File: src/hw/rtl/eos_pkg.sv
package eos_pkg;

  localparam int CORDIC_STAGES = 24;
  localparam int QUO_BITS      = 32;
  localparam int NUM_ANGLES    = 5;
  localparam int LATENCY       = CORDIC_STAGES + 42;

  localparam logic [2:0] REG_COS_IOTA       = 3'd0;
  localparam logic [2:0] REG_SOURCE_AZIMUTH = 3'd1;
  localparam logic [2:0] REG_PLUS_RESPONSE  = 3'd2;
  localparam logic [2:0] REG_CROSS_RESPONSE = 3'd3;
  localparam logic [2:0] REG_REF_SEMILATUS  = 3'd4;

  localparam logic signed [32:0] CORDIC_X0 = 33'sd652032874;
  localparam logic signed [39:0] ONE_Q30   = 40'sd1073741824;

  typedef struct packed {
    logic signed [32:0] x;
    logic signed [32:0] y;
    logic signed [31:0] z;
    logic [1:0]         q;
  } rot_t;

  typedef struct packed {
    logic signed [39:0] c;
    logic signed [39:0] s;
  } trig_t;

  typedef struct packed {
    logic [31:0] rem;
    logic [31:0] low;
    logic [31:0] d;
    logic [31:0] quo;
    logic        neg;
    logic        sat;
  } dvd_t;

  function automatic logic [31:0] atan_turn(input logic [4:0] i);
    logic [31:0] v;
    unique case (i)
      5'd0:  v = 32'h20000000;
      5'd1:  v = 32'h12E4051E;
      5'd2:  v = 32'h09FB385B;
      5'd3:  v = 32'h051111D4;
      5'd4:  v = 32'h028B0D43;
      5'd5:  v = 32'h0145D7E1;
      5'd6:  v = 32'h00A2F61E;
      5'd7:  v = 32'h00517C55;
      5'd8:  v = 32'h0028BE53;
      5'd9:  v = 32'h00145F2F;
      5'd10: v = 32'h000A2F98;
      5'd11: v = 32'h000517CC;
      5'd12: v = 32'h00028BE6;
      5'd13: v = 32'h000145F3;
      5'd14: v = 32'h0000A2FA;
      5'd15: v = 32'h0000517D;
      5'd16: v = 32'h000028BE;
      5'd17: v = 32'h0000145F;
      5'd18: v = 32'h00000A30;
      5'd19: v = 32'h00000518;
      5'd20: v = 32'h0000028C;
      5'd21: v = 32'h00000146;
      5'd22: v = 32'h000000A3;
      5'd23: v = 32'h00000051;
      5'd24: v = 32'h00000029;
      5'd25: v = 32'h00000014;
      5'd26: v = 32'h0000000A;
      5'd27: v = 32'h00000005;
      5'd28: v = 32'h00000003;
      5'd29: v = 32'h00000001;
      5'd30: v = 32'h00000001;
      default: v = 32'h00000000;
    endcase
    return v;
  endfunction

  // nearest quadrant removed, residual in [-1/8, 1/8) turn
  function automatic rot_t rot_init(input logic [31:0] ang);
    rot_t        r;
    logic [31:0] sum;
    logic [31:0] res;
    sum = ang + 32'h20000000;
    r.q = sum[31:30];
    res = ang - {r.q, 30'b0};
    r.x = CORDIC_X0;
    r.y = '0;
    r.z = $signed(res);
    return r;
  endfunction

  function automatic trig_t rot_out(input rot_t r);
    trig_t t;
    unique case (r.q)
      2'd0: begin
        t.c = 40'(r.x);
        t.s = 40'(r.y);
      end
      2'd1: begin
        t.c = -40'(r.y);
        t.s = 40'(r.x);
      end
      2'd2: begin
        t.c = -40'(r.x);
        t.s = -40'(r.y);
      end
      default: begin
        t.c = 40'(r.y);
        t.s = -40'(r.x);
      end
    endcase
    return t;
  endfunction

  // product truncated toward zero
  function automatic logic signed [39:0] mulq(input logic signed [39:0] a,
                                              input logic signed [39:0] b,
                                              input logic [5:0] sh);
    logic signed [79:0] pr;
    logic [79:0]        mg;
    logic [79:0]        r;
    logic signed [39:0] r40;
    pr  = a * b;
    mg  = pr[79] ? 80'(-pr) : 80'(pr);
    r   = mg >> sh;
    r40 = $signed(r[39:0]);
    return pr[79] ? -r40 : r40;
  endfunction

endpackage

File: src/hw/rtl/eos_div_cell.sv
module eos_div_cell (
  input  logic          clk,
  input  eos_pkg::dvd_t d_in,
  output eos_pkg::dvd_t d_out
);

  eos_pkg::dvd_t dvd_r;
  eos_pkg::dvd_t dvd_nxt;
  logic [32:0]   t;
  logic [32:0]   diff;
  logic          ge;

  always_comb begin
    t       = {d_in.rem, d_in.low[31]};
    diff    = t - {1'b0, d_in.d};
    ge      = (t >= {1'b0, d_in.d});
    dvd_nxt = d_in;
    dvd_nxt.rem = ge ? diff[31:0] : t[31:0];
    dvd_nxt.low = {d_in.low[30:0], 1'b0};
    dvd_nxt.quo = {d_in.quo[30:0], ge};
  end

  always_ff @(posedge clk) begin
    dvd_r <= dvd_nxt;
  end

  assign d_out = dvd_r;

endmodule

File: config.mk
export PLATFORM = sky130hd
export DESIGN_NAME = eos_div_cell
export DESIGN_NICKNAME = d
export VERILOG_FILES = /design/src/hw/rtl/eos_pkg.sv /design/src/hw/rtl/eos_div_cell.sv
export SDC_FILE = /design/constraint.sdc
export NUM_CORES = 1
export LEC_CHECK = 0
export ABC_AREA = 1
export BUFFER_PORTS_ARGS = -buffer_cell sky130_fd_sc_hd__buf_4
export CELL_PAD_IN_SITES_DETAIL_PLACEMENT = 0
export CELL_PAD_IN_SITES_GLOBAL_PLACEMENT = 2
export CORE_ASPECT_RATIO = 2
export CORE_MARGIN = 4
export CORE_UTILIZATION = 25
export CTS_CLUSTER_SIZE = 20
export DETAILED_ROUTE_END_ITERATION = 10
export GPL_TIMING_DRIVEN = 0
export PLACE_DENSITY_LB_ADDON = 0.1
export SYNTH_ARGS = -nofsm -noshare
export SYNTH_HDL_FRONTEND = slang
export SYNTH_SLANG_ARGS = --single-unit
File: constraint.sdc
create_clock -name clk -period 2.3 [get_ports clk]
set_input_delay 0.23 -clock clk [delete_from_list [all_inputs] [get_ports clk]]
set_output_delay 0.23 -clock clk [all_outputs]
set_load 0.05 [all_outputs]
==> impl_summary.md <==
Place
The total cell area at the placement stage is 8075 um^2. Timing analysis after detailed placement gives a worst setup slack of -0.1172 ns. Routability-driven placement finished with a final weighted congestion of ~0.8. The final HPWL from detailed placement is 17,590 um. The port buffer count is 258.

Clocking
The total number of clock tree sinks is 129. The clock tree from TritonCTS is yes. Counting the buffers created by CTS gives 17. Buffers added to address setup during post-CTS repair amount to 0. After clock tree synthesis, the clock-pin slew on the worst setup and hold paths is 0.06 ns.

The deepest clock path buffer count is 2. The root buffer selected by CTS is sky130_fd_sc_hd__clkbuf_16. The number of levels in the clock H-tree is 4.

Drt
After detailed routing, the number of vias per cell comes to 4.063. For this block, the via count after detailed routing is 5,896. The total wire length is 22,280 um. The number of DRC violations after detailed routing is 0. The number of nets with antenna violations after routing is 0. The first routing iteration left 153 violations. The first-pass detailed-route iteration total is 4. Dividing the detail-routed wire length by the instance count gives 15.36 um.

Setup path
The arrival time at the worst endpoint is between 2 and 3 ns. The type of the worst setup path is in2reg. The worst setup path is launched from a primary input.

The endpoint kind of the worst setup timing path is a flop. For the worst setup path, the data required time is 2.63 ns. The largest fanout of any net on the critical path is 10.

Yosys
The warning count from the yosys run is 0. In the synthesized netlist, the number of instances is 783. The post-synth net total is about 950. The netlist uses 31 different library cells. Summing the sequential cell areas from Yosys gives 44.62% of the chip area. Counting flops and latches in the post-synthesis netlist gives 129. The average cell area after synthesis is 7.392 um^2. In this run the cell area of the synthesized design comes to 5788 um^2.

Min path
The end point of the most critical hold path is d_out[124]. The worst hold-check path type is in2reg. The hold-critical path depth is 3.

The startpoint of the most critical hold path is d_in[123].

Die
The core area is 22,740 um^2. For this configuration, the core starts out at a cell density of 25.45%. The die span in x is ~120 um. In this run the core area contains 78 standard-cell rows. The die boundary height is 223.2 um. The number of ports placed on the die boundary is 261. The area of the die is 25,800 um^2.

Cells and area
The library cells used most frequently in the layout, excluding fill and tap cells, are sky130_fd_sc_hd__nand2_1, sky130_fd_sc_hd__buf_4, sky130_fd_sc_hd__inv_1. The final layout contains 1,322 nets. The fraction of final layout cells with drive strength greater than 1 is roughly 30%. The flip-flop count of the largest register, all copies and words added is 129. The most frequent standard cell in the layout excluding fill and tap cells is sky130_fd_sc_hd__nand2_1. The number of antenna diodes in the final layout is 0. Once layout is done, the placed cells without fillers occupy 9756 um^2.

The area growth from synthesis to layout is 68.55%.

Timing
Dividing the final minimum period by the clock period gives 94.79%. The worst hold slack is roughly 0.027 ns. The final critical delay including setup and external delays is approximately 2.2 ns. The max-slew violation total from the final report was 0. The worst path setup slack after routing is around 0.12 ns. After routing, the total negative slack on setup checks comes to 0 ns. Timing would allow up to 458.7 MHz. The number of endpoints with negative hold slack in the final report is 0. The number of setup violations in the final report is 0.

GRT
The via count of the first global-routing pass is 6,084. The first-pass GRT wire length is between 30,000 and 40,000 um. Global routing finished with a remaining overflow of 0. The largest net degree at the start of global routing is 17. The total routing resource utilization after global routing is about 17%. The number of antenna violations at the first check in global routing came to 0.

Job
The number of maximum-capacitance constraint violations is 0.

Pwr
The worst-case IR drop observed on VDD is 641.1 uV. The power consumption is 7.540 mW. The static leakage is around 5.3 nW.

Cell internal power was estimated by the tool at a little under 5 mW. The sequential fraction of design power is about a third. In this run the power spent charging and discharging nets is 2.608 mW.

The clock network is responsible for roughly 37% of the overall power. The combinational group share of total power is 30.3%. In this run the power density over the cells is slightly below 800 nW/um^2. The switching share of power is 34.59%.

Status
The run finished with clean final reports.
[critical path, stage by stage]
cell	delay (ns)
sky130_fd_sc_hd__dlygate4sd3_1	0.54
sky130_fd_sc_hd__buf_4	0.14
sky130_fd_sc_hd__inv_1	0.05
sky130_fd_sc_hd__ha_2	0.30
sky130_fd_sc_hd__nand2_1	0.16
sky130_fd_sc_hd__inv_1	0.05
sky130_fd_sc_hd__nand2_1	0.06
sky130_fd_sc_hd__nand2_1	0.09
sky130_fd_sc_hd__nand2_1	0.08
sky130_fd_sc_hd__nand2_1	0.10
sky130_fd_sc_hd__inv_2	0.08
sky130_fd_sc_hd__nand2_2	0.09
sky130_fd_sc_hd__nand2_4	0.12
sky130_fd_sc_hd__nand2_8	0.09
sky130_fd_sc_hd__buf_12	0.17
sky130_fd_sc_hd__nand3_2	0.08
sky130_fd_sc_hd__nand2_1	0.05
[worst max-delay path by stage]
| stage | endpoint | slack, ns | startpoint | cells past startpoint |
|---|---|---|---|---|
| after detailed placement | d_out[126] | -0.12 | d_in[34] | 13 |
| after global routing | d_out[125] | -0.0006 | d_in[36] | 18 |
| after CTS | d_out[122] | 0.008 | d_in[49] | 14 |
| after global placement | d_out[126] | -0.12 | d_in[34] | 13 |
| final | d_out[115] | 0.12 | d_in[46] | 17 |
| after floorplan | d_out[114] | 0.61 | d_in[97] | 13 |
[layout make-up]
cell class | instances | area [um^2]
well taps | 280 | 350.3
multi-input cells | 491 | 2628
clock buffers | 21 | 470.5
flip-flops and latches | 129 | 2582
plain buffers | 11 | 107.6
clock inverters | 11 | 128.9
repair buffers | 356 | 2918
inverters | 152 | 570.5
fillers | 2406 | 12980
[power by group through the flow]
stage | registers, mW | clock network, mW | logic [mW]
after floorplan | 3.26 | 0 | 0.656
after global placement | 2.54 | 0 | 2.15
after detailed placement | 2.54 | 0 | 2.15
after CTS | 2.49 | 2.86 | 2.29
after global routing | 2.51 | 2.95 | 2.46
final | 2.49 | 2.76 | 2.28
[per-layer routing]
layer / part of all wire, % / GRT usage, % / vias to the layer above
met1: 32 / 15.39 / 2572
met3: 6.1 / 3.963 / 28
met2: 59 / 35.14 / 181
li1: - / - / 3115
met4: 2.3 / 7.013 / 0
met5: 0 / 0 / -
[logic make-up after synthesis]
family	after synthesis	synth area share, %
buffers and inverters	163	11.39
AND/OR/NAND/NOR	419	32.43
other	1	0.06479
flip-flops	129	44.62
XOR/XNOR	14	2.119
adder cells (fa/ha/maj)	33	7.263
AO/OA/AOI/OAI	24	2.119
[cells in the mapped netlist, drive strengths merged]
cell	number	area share, %
a21oi	21	1.8
and2	8	0.86
buf	11	1.5
conb	1	0.065
dfxtp	129	45
fa	1	0.35
ha	32	6.9
inv	152	9.9
nand2	282	19
nand3	68	7.3
nand3b	10	1.3
nand4	2	0.22
nor2	40	2.9
nor3	8	0.86
o21ai	2	0.17
o21bai	1	0.13
or2	1	0.11
xnor2	1	0.15
xor2	13	2.0
[what timing repair did]
item                                    4_1_cts  5_1_grt
hold buffers                                 98        0
gates resized for setup                       0       33
endpoints found under the setup margin        0       30
hold endpoints to repair                     98        0
[per-stage QoR]
stage,std cells,utilization (%)
global route,1451,42.90
detailed placement,1321,35.51
finish,1451,42.90
global placement,1321,35.51
floorplan,783,-
CTS,1451,42.46
(Power assumes the default switching activity.)
