File: config.mk
export PLATFORM = sky130hd
export DESIGN_NAME = eos_cordic_cell
export DESIGN_NICKNAME = d
export VERILOG_FILES = /design/src/hw/rtl/eos_pkg.sv /design/src/hw/rtl/eos_cordic_cell.sv
export SDC_FILE = /design/constraint.sdc
export NUM_CORES = 1
export LEC_CHECK = 0
export ABC_AREA = 1
export BUFFER_PORTS_ARGS = -buffer_cell sky130_fd_sc_hd__buf_2
export CORE_MARGIN = 2
export CORE_UTILIZATION = 40
export DETAILED_ROUTE_END_ITERATION = 6
export PLACE_DENSITY = 0.62
export SLEW_MARGIN = 40
export SYNTH_ARGS = -nofsm -noshare
export SYNTH_HDL_FRONTEND = slang
export SYNTH_SLANG_ARGS = --single-unit
File: constraint.sdc
create_clock -name clk -period 10.8 [get_ports clk]
set_clock_uncertainty 0.1 [all_clocks]
set_input_delay 0.54 -clock clk [delete_from_list [all_inputs] [get_ports clk]]
set_output_delay 0.54 -clock clk [all_outputs]
set_load 0.1 [all_outputs]
File: src/hw/rtl/eos_pkg.sv
package eos_pkg;

  localparam int CORDIC_STAGES = 24;
  localparam int QUO_BITS      = 32;
  localparam int NUM_ANGLES    = 5;
  localparam int LATENCY       = CORDIC_STAGES + 42;

  localparam logic [2:0] REG_COS_IOTA       = 3'd0;
  localparam logic [2:0] REG_SOURCE_AZIMUTH = 3'd1;
  localparam logic [2:0] REG_PLUS_RESPONSE  = 3'd2;
  localparam logic [2:0] REG_CROSS_RESPONSE = 3'd3;
  localparam logic [2:0] REG_REF_SEMILATUS  = 3'd4;

  localparam logic signed [32:0] CORDIC_X0 = 33'sd652032874;
  localparam logic signed [39:0] ONE_Q30   = 40'sd1073741824;

  typedef struct packed {
    logic signed [32:0] x;
    logic signed [32:0] y;
    logic signed [31:0] z;
    logic [1:0]         q;
  } rot_t;

  typedef struct packed {
    logic signed [39:0] c;
    logic signed [39:0] s;
  } trig_t;

  typedef struct packed {
    logic [31:0] rem;
    logic [31:0] low;
    logic [31:0] d;
    logic [31:0] quo;
    logic        neg;
    logic        sat;
  } dvd_t;

  function automatic logic [31:0] atan_turn(input logic [4:0] i);
    logic [31:0] v;
    unique case (i)
      5'd0:  v = 32'h20000000;
      5'd1:  v = 32'h12E4051E;
      5'd2:  v = 32'h09FB385B;
      5'd3:  v = 32'h051111D4;
      5'd4:  v = 32'h028B0D43;
      5'd5:  v = 32'h0145D7E1;
      5'd6:  v = 32'h00A2F61E;
      5'd7:  v = 32'h00517C55;
      5'd8:  v = 32'h0028BE53;
      5'd9:  v = 32'h00145F2F;
      5'd10: v = 32'h000A2F98;
      5'd11: v = 32'h000517CC;
      5'd12: v = 32'h00028BE6;
      5'd13: v = 32'h000145F3;
      5'd14: v = 32'h0000A2FA;
      5'd15: v = 32'h0000517D;
      5'd16: v = 32'h000028BE;
      5'd17: v = 32'h0000145F;
      5'd18: v = 32'h00000A30;
      5'd19: v = 32'h00000518;
      5'd20: v = 32'h0000028C;
      5'd21: v = 32'h00000146;
      5'd22: v = 32'h000000A3;
      5'd23: v = 32'h00000051;
      5'd24: v = 32'h00000029;
      5'd25: v = 32'h00000014;
      5'd26: v = 32'h0000000A;
      5'd27: v = 32'h00000005;
      5'd28: v = 32'h00000003;
      5'd29: v = 32'h00000001;
      5'd30: v = 32'h00000001;
      default: v = 32'h00000000;
    endcase
    return v;
  endfunction

  // nearest quadrant removed, residual in [-1/8, 1/8) turn
  function automatic rot_t rot_init(input logic [31:0] ang);
    rot_t        r;
    logic [31:0] sum;
    logic [31:0] res;
    sum = ang + 32'h20000000;
    r.q = sum[31:30];
    res = ang - {r.q, 30'b0};
    r.x = CORDIC_X0;
    r.y = '0;
    r.z = $signed(res);
    return r;
  endfunction

  function automatic trig_t rot_out(input rot_t r);
    trig_t t;
    unique case (r.q)
      2'd0: begin
        t.c = 40'(r.x);
        t.s = 40'(r.y);
      end
      2'd1: begin
        t.c = -40'(r.y);
        t.s = 40'(r.x);
      end
      2'd2: begin
        t.c = -40'(r.x);
        t.s = -40'(r.y);
      end
      default: begin
        t.c = 40'(r.y);
        t.s = -40'(r.x);
      end
    endcase
    return t;
  endfunction

  // product truncated toward zero
  function automatic logic signed [39:0] mulq(input logic signed [39:0] a,
                                              input logic signed [39:0] b,
                                              input logic [5:0] sh);
    logic signed [79:0] pr;
    logic [79:0]        mg;
    logic [79:0]        r;
    logic signed [39:0] r40;
    pr  = a * b;
    mg  = pr[79] ? 80'(-pr) : 80'(pr);
    r   = mg >> sh;
    r40 = $signed(r[39:0]);
    return pr[79] ? -r40 : r40;
  endfunction

endpackage

File: src/hw/rtl/eos_cordic_cell.sv
module eos_cordic_cell (
  input  logic          clk,
  input  logic [4:0]    stage,
  input  eos_pkg::rot_t d_in,
  output eos_pkg::rot_t d_out
);

  eos_pkg::rot_t      rot_r;
  eos_pkg::rot_t      rot_nxt;
  logic signed [32:0] xs;
  logic signed [32:0] ys;
  logic signed [31:0] at;

  always_comb begin
    xs      = d_in.x >>> stage;
    ys      = d_in.y >>> stage;
    at      = $signed(eos_pkg::atan_turn(stage));
    rot_nxt = d_in;
    if (!d_in.z[31]) begin
      rot_nxt.x = d_in.x - ys;
      rot_nxt.y = d_in.y + xs;
      rot_nxt.z = d_in.z - at;
    end else begin
      rot_nxt.x = d_in.x + ys;
      rot_nxt.y = d_in.y - xs;
      rot_nxt.z = d_in.z + at;
    end
  end

  always_ff @(posedge clk) begin
    rot_r <= rot_nxt;
  end

  assign d_out = rot_r;

endmodule

==> results.yml, run 1 <==
outcome:
  status: "complete, no violations"
grt:
  grt_max_degree: 81
  grt_pass1_wl_um: 80800
  grt_overflow: 0
  gr-usage-all-layers: 0.281
  gr-usage-met1: 0.361
  antenna_found_initial: 0
  grt_pass1_vias: 15500
  met3_usage: 0.0376
  grt_use_met2: 0.469
  grt_busiest_layer: "met2"
pwr:
  intPower_mw: 1.17
  ir_drop_mv: 0.211
  p_switching_mw: 2.11
  seqPwrFrac: 0.172
  p_leak_nw: 8.34
  power.density_nw_per_um2: 211
  pwr-share-clk: 0.105
  comb_power_share: 0.723
  switching_share: 0.642
sta:
  fin_ws_ns: 4.79
  slew_headroom: 0.444
  drv_slew: 0
  period_minus_slack_ns: 6.01
  final.period_utilization: 0.557
  fin_tns_setup_ns: 0
  setup_viol: 0
  hold_violations: 0
  tightest_slew_ns: 0.826
  clock.fmax_mhz: 166
  rsz0062_at_grt: "no"
floorplan:
  rows: 68
  start_util: 0.406
  die_w_um: 192
  core_um2: 34600
  die_area_um2: 36700
  die_h_um: 192
  ios: 206
clocking:
  cts_setup_buffers: 0
  cts.sinks: 100
  cts_buffers: 9
  clk_pin_slew_ns: 0.07
  clockBufferDepth: 2
  cts_resized: 0
  tritoncts: "yes"
  postCtsHoldBufs: 0
  h-tree-depth: 3
  cts-root-buf: "clkbuf_16"
finish:
  syn_to_final_growth_pct: 10.6
  final_net_count: 2826
  final_cells: 3072
  drive_gt1_frac: 0.109
  largest_register_ffs: 100
logic_synthesis:
  synth_ff_type: "dfxtp_1"
  synth_cell_type_count: 47
  synth_area_leaders: "nand2_1, dfxtp_1, nand3_1"
  syn_inst: 2469
  synth-edff-count: 0
  synth_nets: 2684
  synth_seq_cells: 100
  ys_seq_area_frac: 0.142
  synthArstFlopShare: 0
  syn_avg_cell_area_um2: 5.70
  syn_area_um2: 14100
  yosys.area.top_type: "nand2_1"
  yosysWarnings: 0
  synth_top_area_frac: 0.226
critical_path:
  critical_path.most_common_cell: "o21ai_0"
  end_kind: "flop"
  crit_arrival_ns: 6.19
  worst-setup-path-type: "input port to flop"
  critPathRequiredTime_ns: 10.97
  cp_slowest_cell: "o21ai_0"
  crit_fanout: 63
  critPathLaunchType: "input port"
  crit_path_cell_trace: "buf_2 > buf_4 > inv_4 > nor2_4 > nand3_1 > o21ai_0 > o21ai_1 > nand2_1 > inv_1 > nand2_1 > inv_1 > ha_1 > o21ai_0 > fa_1 > nand3_1 > nand2_1 > a21oi_1 > o21ai_0 > a21oi_1 > o21ai_0 > a21oi_1 > xnor2_1"
  max_stage_delay_ns: 0.71
detailed_routing:
  wl_um: 51700
  drt_iter0_markers: 1442
  vias: 16500
  vias_per_cell: 5.37
  firstDrtPassIters: 6
  wl_per_cell_um: 16.8
  drtAntennaViolNets: 0
  drc_errors: 0
placed_design:
  routabilityCongestion: 0.966
  dpl.cell_count: 3055
  port_buffers: 205
  post-place-ws_ns: 4.57
  dp_hpwl_um: 42300
worst_hold_path:
  hold_path_class: "input port to flop"
job:
  drv_cap: 0
[synth_stat cells, types with 7 or more instances]
master      n
a21oi_1   124
a31oi_1    12
buf_1      12
buf_2      29
buf_4      14
buf_6      12
clkbuf_1   18
dfxtp_1   100
ha_1      106
inv_1     215
inv_2      20
nand2_1   846
nand2_2    10
nand3_1   353
nand3b_1   13
nand4_1    13
nor2_1    196
nor2_2     11
nor3_1     25
nor4_1      7
o211ai_1   19
o21a_1     14
o21ai_0    82
o21ai_1    17
xnor2_1    42
xor2_1    106
[kinds of logic after synthesis]
family	synth area share
XOR/XNOR	0.0921
buffers and inverters	0.0984
AND/OR/NAND/NOR	0.446
AO/OA/AOI/OAI	0.122
flip-flops	0.142
adder cells (fa/ha/maj)	0.0986
[path summary, 6_finish.rpt]
check	start	end	slack [ns]	cells after the start
setup / recovery	stage[1]	d_out[52]$_DFF_P_	4.79	22
hold / removal	d_in[0]	d_out[0]$_DFF_P_	0.16	1
[cell type report]
cell class,instances,area (um^2)
fillers,3879,19100
multi-input cells,2048,10700
flip-flops and latches,100,2000
repair buffers,216,1110
inverters,236,891
well taps,455,569
clock buffers,11,243
clock inverters,5,60.1
diodes,1,2.50
[metrics by stage]
stage	hold slack [ns]	instance area, um^2	util	total power, mW
final	0.155	15600	0.449	3.28
after global routing	0.140	15600	0.449	3.47
after CTS	0.130	15600	0.449	3.30
after detailed placement	0.549	15300	0.440	2.93
after global placement	0.547	15200	0.440	2.94
after floorplan	0.468	14100	-	2.51
[routing by layer]
| metal | up-vias | share of wire |
|---|---|---|
| li1 | 8342 | - |
| met1 | 7425 | 0.44 |
| met4 | 0 | 0.037 |
| met3 | 101 | 0.063 |
| met5 | - | 0 |
| met2 | 631 | 0.46 |
[power groups by stage]
stage | Sequential, mW | Combinational [mW] | Clock (mW)
after floorplan | 1.74 | 0.771 | 0
after global placement | 0.571 | 2.37 | 0
after detailed placement | 0.574 | 2.36 | 0
after CTS | 0.567 | 2.37 | 0.360
after global routing | 0.579 | 2.52 | 0.370
final | 0.564 | 2.37 | 0.345
[critical path, delay by kind of cell]
| family | cells | cell delay [ns] |
|---|---|---|
| AO/OA/AOI/OAI | 8 | 2.72 |
| buffers and inverters | 5 | 1.17 |
| AND/OR/NAND/NOR | 6 | 0.88 |
| adder cells (fa/ha/maj) | 2 | 0.61 |
| XOR/XNOR | 1 | 0.17 |
[cell usage in the layout (no fill, tap or decap), drive strengths merged, types with 3 or more instances in the layout]
cell       n
a221oi     3
o21bai     5
fa         3
nor3      25
a21boi     5
o211ai    19
dfxtp    100
o21a      14
a21oi    126
o21ai    102
clkbuf    11
buf      216
nand2    857
ha       106
nand4     13
a31oi     12
a21o       3
xnor2     42
nor4       7
nor2     211
a211oi     4
inv      235
nand3b    13
xor2     106
o2111ai    3
clkinv     4
and2       4
o22ai      3
nand3    355
(Power assumes the default switching activity.)
==> run 2, diff against run 1 <==
ABC_AREA = 0   (was 1)
PLACE_DENSITY = 0.65   (was 0.62)
clock period = 4.87 ns   (was 10.8 ns; I/O delays follow)
==> results.yml, run 2 <==
outcome:
  status: "finished with violations"
  violations: "setup timing"
finish:
  drive_gt1_frac: 0.507
  final_cells: 2938
  largest_register_ffs: 100
  mostFrequentLayoutCell: "buf_4"
  final_core_util: 0.651
  final_net_count: 2691
  final_area_um2: 22300
  final_cell_mix: "buf_4, buf_2, nor2_1, nand2_1, a21oi_1"
  fill_cells: 2883
  syn_to_final_growth_pct: 61.1
logic_synthesis:
  yosys.area.top_type: "mux4_2"
  synth_cell_type_count: 79
  syn_avg_cell_area_um2: 8.59
  synth_ff_type: "dfxtp_1"
  synth_seq_cells: 100
  syn_inst: 1613
  ys_seq_area_frac: 0.145
  synth_nets: 1828
  synth_area_leaders: "mux4_2, dfxtp_1, ha_1"
  syn_area_um2: 13800
  yosysWarnings: 0
  synth-edff-count: 0
  yosysMostFrequentCell: "a21oi_1"
  ys_top_cells_by_count: "a21oi_1, nor2_1, nand2_1"
  synth_top_area_frac: 0.163
  synthArstFlopShare: 0
critical_path:
  worst-setup-path-type: "input port to flop"
  crit_arrival_ns: 5.34
  critPathLaunchType: "input port"
  critPathRequiredTime_ns: 5.04
  end_kind: "flop"
  crit_fanout: 8
worst_hold_path:
  hold_depth: 2
  hold_path_class: "input port to flop"
grt:
  met3_usage: 0.0607
  grt_overflow: 0
  gr-usage-met1: 0.472
  grt_busiest_layer: "met2"
  antenna_found_initial: 1
  gr-usage-all-layers: 0.338
  grt_pass1_wl_um: 93900
  grt_use_met2: 0.529
  grt_max_degree: 44
  grt_pass1_vias: 16500
floorplan:
  ios: 206
  die_area_um2: 36100
  start_util: 0.404
  rows: 68
  die_h_um: 190
  die_w_um: 190
  core_um2: 34300
clocking:
  tritoncts: "yes"
  clk_pin_slew_ns: 0.08
  h-tree-depth: 3
  cts.sinks: 100
  clockBufferDepth: 2
  cts_buffers: 9
  cts-root-buf: "clkbuf_16"
placed_design:
  port_buffers: 205
  placed_area_um2: 20400
  dp_hpwl_um: 49300
  dpl.cell_count: 2844
  routabilityCongestion: 0.990
detailed_routing:
  drc_errors: 0
  drtAntennaViolNets: 0
  drt_iter0_markers: 1533
  vias: 16900
  wl_um: 63300
  vias_per_cell: 5.76
  firstDrtPassIters: 5
  wl_per_cell_um: 21.5
job:
  drv_cap: 0
sta:
  hold_violations: 0
  rsz0062_at_grt: "yes"
  slew_headroom: 0.397
  clock.fmax_mhz: 193
  setup_viol: 17
  drv_slew: 0
  tightest_slew_ns: 0.904
  final.period_utilization: 1.06
  fin_ws_ns: -0.298
  period_minus_slack_ns: 5.17
pwr:
  ir_drop_mv: 0.555
  power.density_nw_per_um2: 392
  p_total_mw: 8.75
  p_leak_nw: 10.4
-- run 2: changes by cell type after synthesis, sizes merged, moves of 25 or more --
cell / delta
a21o: +29
o21ai: -34
mux2: +43
xor2: -30
nand3: -335
nand2: -721
xnor2: +58
nor2: -68
mux2i: +49
mux4: +100
a31oi: +25
inv: -186
-- run 2: per-stage QoR --
step	hold WS, ns	setup slack [ns]	setup TNS, ns
global route	0.0140	-0.423	-5.35
global placement	0.250	-1.06	-22.09
floorplan	0.171	-0.466	-3.87
detailed placement	0.259	-1.15	-25.30
finish	0.0160	-0.298	-2.34
CTS	0.00997	-0.150	-1.11
-- run 2: final timing paths --
check  startpoint                end
min      d_in[67]  d_out[67]$_DFF_P_
max      stage[0]  d_out[98]$_DFF_P_
-- run 2: layout make-up --
cell class / instances / area [um^2] / area share
flip-flops and latches: 100 / 2000 / 0.0898
inverters: 50 / 198 / 0.00886
clock buffers: 11 / 243 / 0.0109
multi-input cells: 1374 / 12200 / 0.548
well taps: 455 / 569 / 0.0255
diodes: 2 / 5.00 / 0.000224
repair buffers: 941 / 7000 / 0.314
clock inverters: 5 / 60.1 / 0.00269
-- run 2: repair_timing --
item / CTS / global route
hold buffers: 3 / 0
buffers inserted: 44 / 28
hold endpoints to repair: 3 / 0
endpoints found under the setup margin: 29 / 31
cloned: 3 / 2
pin swaps: 36 / 77
resized for setup: 100 / 108
-- run 2: critical path, stage by stage --
cell       delay, ns
buf_16          0.15
buf_12          0.14
mux4_2          0.51
mux2_4          0.30
mux4_2          0.49
or3b_4          0.47
nor2_2          0.11
and4bb_2        0.33
a31oi_2         0.13
xor2_1          0.26
ha_1            0.33
a21oi_2         0.19
a21boi_2        0.10
a2111oi_4       0.34
o21ai_2         0.10
o221ai_2        0.09
o22ai_2         0.11
or4_4           0.49
a31oi_4         0.18
o31ai_1         0.09
xor2_1          0.15
-- run 2: kinds of logic after synthesis --
logic type,Yosys count,share of synthesized area
AOI/OAI and AO/OA,458,0.214
xor gates and xnor gates,176,0.111
adders and majority gates,109,0.100
buffers and inverters,139,0.0454
DFF,100,0.145
muxes,192,0.233
and+or+nand+nor,439,0.151
-- run 2: report_power, final --
group	internal, mW	switching (mW)	leakage (nW)
Combinational	2.15	4.56	9.43
Sequential	1.18	0.0824	0.844
Clock	0.415	0.368	0.146
-- run 2: routing by layer --
layer	up-vias	wire (um)
met1	8176	27500
met4	0	1730
li1	7802	-
met5	-	0
met2	835	28500
met3	114	5490
